### config.mk
export PLATFORM = sky130hd
export DESIGN_NAME = srot_ram
export DESIGN_NICKNAME = d
export VERILOG_FILES = /design/src/sv/srot_pkg.sv /design/src/sv/srot_ram.sv
export SDC_FILE = /design/constraint.sdc
export NUM_CORES = 1
export LEC_CHECK = 0
export ABC_AREA = 1
export BUFFER_PORTS_ARGS = -buffer_cell sky130_fd_sc_hd__clkbuf_2
export CORE_ASPECT_RATIO = 0.75
export CORE_MARGIN = 10
export CORE_UTILIZATION = 45
export DETAILED_ROUTE_END_ITERATION = 16
export GPL_ROUTABILITY_DRIVEN = 0
export GPL_TIMING_DRIVEN = 0
export MAX_ROUTING_LAYER = met4
export PLACE_DENSITY = 0.65
export SLEW_MARGIN = 40
export SYNTH_ARGS = -nofsm -noshare
export SYNTH_HDL_FRONTEND = slang
export SYNTH_SLANG_ARGS = --single-unit
export TNS_END_PERCENT = 20
### constraint.sdc
create_clock -name clock -period 1.95 [get_ports clock]
set_input_delay 0.0975 -clock clock [delete_from_list [all_inputs] [get_ports clock]]
set_output_delay 0.0975 -clock clock [all_outputs]
set_load 0.02 [all_outputs]
### src/sv/srot_pkg.sv
package srot_pkg;

   // default geometry of the receive ring
   localparam int NUM_BUFFERS_DEF      = 8;
   localparam int STRIDES_LOG_DEF      = 6;
   localparam int STRIDE_BYTES_LOG_DEF = 6;

   // fixed field widths
   localparam int FUNC_W     = 2;
   localparam int BUFID_W    = 3;
   localparam int OFF_W      = 6;
   localparam int LEN_W      = 13;
   localparam int ADDR_W     = 48;
   localparam int REQ_DATA_W = 24;
   localparam int RSP_DATA_W = 64;

   // request kinds
   typedef enum logic [FUNC_W-1:0] {
      FUNC_DATA   = 2'd0,
      FUNC_NOP    = 2'd1,
      FUNC_TAKE   = 2'd2,
      FUNC_REPOST = 2'd3
   } func_type;

   // sequencer states
   typedef enum logic [1:0] {
      ST_IDLE = 2'b01,
      ST_EXEC = 2'b10
   } state_type;

   // one captured request
   typedef struct packed {
      func_type             func;
      logic [BUFID_W-1:0]   buffer_id;
      logic [OFF_W-1:0]     stride_offset;
      logic [LEN_W-1:0]     msg_bytes;
      logic                 consumed;
   } req_type;

endpackage

### src/sv/srot_ram.sv
module srot_ram #(
   parameter int WIDTH = srot_pkg::LEN_W,
   parameter int DEPTH = srot_pkg::NUM_BUFFERS_DEF
) (
   input  logic                     clock,
   input  logic                     wr_en,
   input  logic [$clog2(DEPTH)-1:0] wr_addr,
   input  logic [WIDTH-1:0]         wr_data,
   input  logic [$clog2(DEPTH)-1:0] rd_addr,
   output logic [WIDTH-1:0]         rd_data
);

   logic [WIDTH-1:0] mem [DEPTH];
   logic [WIDTH-1:0] rd_data_ff;

   // single write port, registered read port
   always_ff @(posedge clock) begin
      if (wr_en) begin
         mem[wr_addr] <= wr_data;
      end
      rd_data_ff <= mem[rd_addr];
   end

   assign rd_data = rd_data_ff;

endmodule

# Word-level counts from Yosys, hierarchy flattened
# Memory sizes are Yosys's and may differ from the RTL's. A register that Yosys moved wholly into a read port is not among the register bits.
# Cells that the tools add are included.
[totals]
wordCells = 3
ff_bits = 0
ramBits = 104
output_inout_bits = 13
memories = 1
[mem_list]
columns = ["memory", "depth", "width", "rd", "rd_ports_with_merged_regs", "wr", "line", "source"]
rows = [
  ["mem", 8, 13, 1, 1, 1, "srot_ram.sv:13", "logic [WIDTH-1:0] mem [DEPTH];"],
]
[classes]
mux = 2
[op_table]
columns = ["operator", "count"]
rows = [
  ["$mux W1", 2],
]

# Logic depth before layout (Yosys ltp)
[logic_depth]
depth_word = 2
mapped_depth = 8
ltp_nobuf = 6

# Least setup slack after synthesis
# OpenSTA, ideal clock, no wires.
[synth_timing]
kind = "input port to flip-flop"
startpoint = "input port wr_addr[0]"
endpoint = "memory mem[0][0] in the netlist's numbering, enable pin"
slack_ps = 759
t_required_ps = 1568
n_path_buf = 0
arrival_time_ps = 809
stages = 3
path_cell_list = "inv_1 nand2_1 nor2_1"
[synth_lines]
columns = ["item", "line", "source"]
rows = [
  ["start: declaration", "srot_ram.sv:7", "input logic [$clog2(DEPTH)-1:0] wr_addr,"],
  ["end: declaration", "srot_ram.sv:13", ""],
]
# No word-level cell before the write port.

==> summary.md <==
| Metric | Value |
|---|---|
| Top delay family on crit path | buffers and inverters |
| Worst slew pin tran | 0.8430 ns |
| Max IR drop VDD | 0.8266 mV |
| Area of the core | 10450 um^2 |
| Gr usage total | 0.1476 |
| TritonCTS Buffers | 17 |
| Hold_buf cts | 12 |
| Vias per cell | 4.657 |
| Antenna cell count | 0 |
| Initial drt markers | 265 |
| First-pass GRT wire length | 16.51 mm |
| Worst Reg-to-Reg Cells | 6 |
| Multi-input logic area | 992.2 um^2 |
| Synth warnings | 0 |
| Hold path cells | 1 |
| # nets final | 563 |
| Crit-path max cell delay | 0.53 ns |
| Post_cts resized | 0 |
| Mean Syn Cell Area | 10.19 um^2 |
| Crit end category | flop |
| Total negative setup slack | 0 ns |
| Clk sinks | 117 |
| Starting density of the core | 0.4682 |
| Hpwl dp | 6.508 mm |
| PD cells | 1069 nW/um^2 |
| Achievable frequency | 0.7605 GHz |
| Vias in the first global route | 3155 |
| Vias | 3218 |
| CP startpoint kind | input port |
| Fin area | 5976 um^2 |
| Die area | 15480 um^2 |
| Worst hold-check path type | in2reg |
| Max transition margin | 0.4374 |
| Slowest CP cell | dlygate4sd3_1 |
| Max clock buf depth | 2 |
| Levels on crit path | 6 |
| Status | finished, final reports clean |
| Die Span Y | 110.3 um |
| Filler cell count | 874 |
| Routed WL per cell | 15.49 um |
| Width of the die | 140.4 um |
| Unique cell type count in the Yosys netlist | 12 |
| H-tree depth | 4 |
| Clock Pin Slew Worst Setup and Hold Paths | 0.05 ns |
| IO buf count | 31 |
| # IOs | 34 |
| Kind of critical path | in2reg |
| CTS tree | yes |
| Final setup vio count | 0 |
| Later-pin clock latency in the skew report | 0.41 ns |
| CP Data Arrival Time | 1.66 ns |
| WP data required | 2.29 ns |
| Area delta synth->final | 22.15% |
| Dpl cell area | 5253 um^2 |
| Post CTS Setup Buffer Count | 0 |
| Register Area | 3383 um^2 |
| RSZ-0062 raised after global routing | no |
| Fraction of layout cells with a size suffix above 1 | 0.1495 |
| Cell Chain, Critical Path | dlygate4sd3_1 -> clkbuf_2 -> inv_1 -> clkbuf_1 -> nand2_1 -> nand2_1 |
| Most frequent CP cell | nand2_1 |
| Root Buffer Master | clkbuf_16 |
| Largest net degree at the start of global routing | 17 |
| First-pass detailed-route iteration total | 5 |
| Final Hold Fails | 0 |
| Max Cap Viol | 0 |
| Residual DRC | 0 |
| Sequential area share after synthesis | 0.6916 |
| Placement Rows | 32 |
| Total chip power | 6390 uW |
| Routed wire length | 10.70 mm |
| Congestion Overflow GR | 0 |
| Crit path max fanout | 10 |
| Antenna Nets Post-Route | 0 |
| Layout Skew | 0.01274 ns |
| Register bit total from synthesis | 117 |
| Initial antenna violation count | 0 |
| Mapped Cells | 480 |
| Cell area after synthesis | 4892 um^2 |
| Period utilization | 0.6743 |
| Crit path buf inv count | 4 |
| Fin crit period | 1.315 ns |
| Syn_nets | 501 |
| LEAKAGE | 0.002779 uW |
| Max Slew Vio Count | 0 |
==> cells by family after synthesis <==
group                  after synthesis  synth area share
AND/OR/NAND/NOR                    235            0.1936
buffers and inverters              128            0.1148
flip-flops                         117            0.6916
==> state kept, by name, indices dropped and copies added (netlist names) <==
register / count
rd_data: 13
mem: 104
==> power breakdown <==
part / internal (uW) / switching, uW / leakage [uW] / total (uW)
Combinational: 143 / 294 / 0.00143 / 437
Clock: 2090 / 1000 / 0.000295 / 3100
Sequential: 2840 / 21.9 / 0.00105 / 2860
==> worst register-to-register path: cells and delay by family (launching register included) <==
family                 cells  cell delay [ns]
buffers and inverters      1             0.07
and+or+nand+nor            5             0.36
DFF                        1             0.37
==> synth_stat cells <==
cell type    n  area (um^2)
inv_6        1        8.760
nand2_1    175        656.9
nor2_1       8        30.03
buf_2        2        10.01
dfxtp_1     13        260.3
edfxtp_1   104         3123
nand3_1     52        260.3
inv_1      108        405.4
buf_6        5        56.30
inv_4        1        6.260
buf_4        9        67.56
clkbuf_1     2        7.510
==> metrics by stage <==
step / hold WS [ns] / utilization / worst slack, ns / cells
floorplan: 0.1964 / - / 0.7591 / 480
finish: 0.001180 / 0.5718 / 0.6351 / 691
CTS: 0.001081 / 0.5709 / 0.6368 / 691
detailed placement: 0.3767 / 0.5026 / 0.4278 / 647
global route: 0.02575 / 0.5718 / 0.5255 / 691
global placement: 0.3701 / 0.4993 / 0.06047 / 647
==> cells in the final DEF, fill, tap and decap left out <==
master	synthesis	layout
nand2_1	175	175
inv_1	108	108
edfxtp_1	104	104
nand3_1	52	52
clkbuf_2	0	31
clkbuf_16	0	17
dfxtp_1	13	13
dlygate4sd3_1	0	12
buf_4	9	9
clkinv_1	0	6
buf_6	5	5
nor2_4	0	5
clkinv_2	0	5
bufinv_16	0	4
nor2_2	0	3
buf_2	2	2
clkbuf_1	2	2
inv_6	1	1
inv_4	1	1
==> final timing paths <==
path,from,slack [ns],endpoint
worst max-delay path,rd_addr[2],0.64,rd_data[10]
worst min-delay path,wr_data[12],0.001,mem[6][12]
worst max register to register,mem[3][1],1.04,rd_data[1]
worst min register to register,mem[0][11],0.63,rd_data[11]
==> final cells by class <==
| cell class | instances | share of cell area |
|---|---|---|
| repair buffers | 43 | 0.04606 |
| plain buffers | 18 | 0.02366 |
| well taps | 136 | 0.02848 |
| clock buffers | 17 | 0.07119 |
| clock inverters | 15 | 0.02806 |
| inverters | 110 | 0.07035 |
| multi-input cells | 235 | 0.1660 |
| flip-flops and latches | 117 | 0.5662 |
==> metal layers <==
layer  global-route usage  wire length [um]  vias to the layer above
met5                    -                 0                        -
met4              0.05515               129                        0
met3              0.06026               879                       11
met2               0.2317              5066                      102
met1               0.1684              4629                     1492
li1                     -                 -                     1613
No activity file was read; power rests on OpenSTA's default activity.
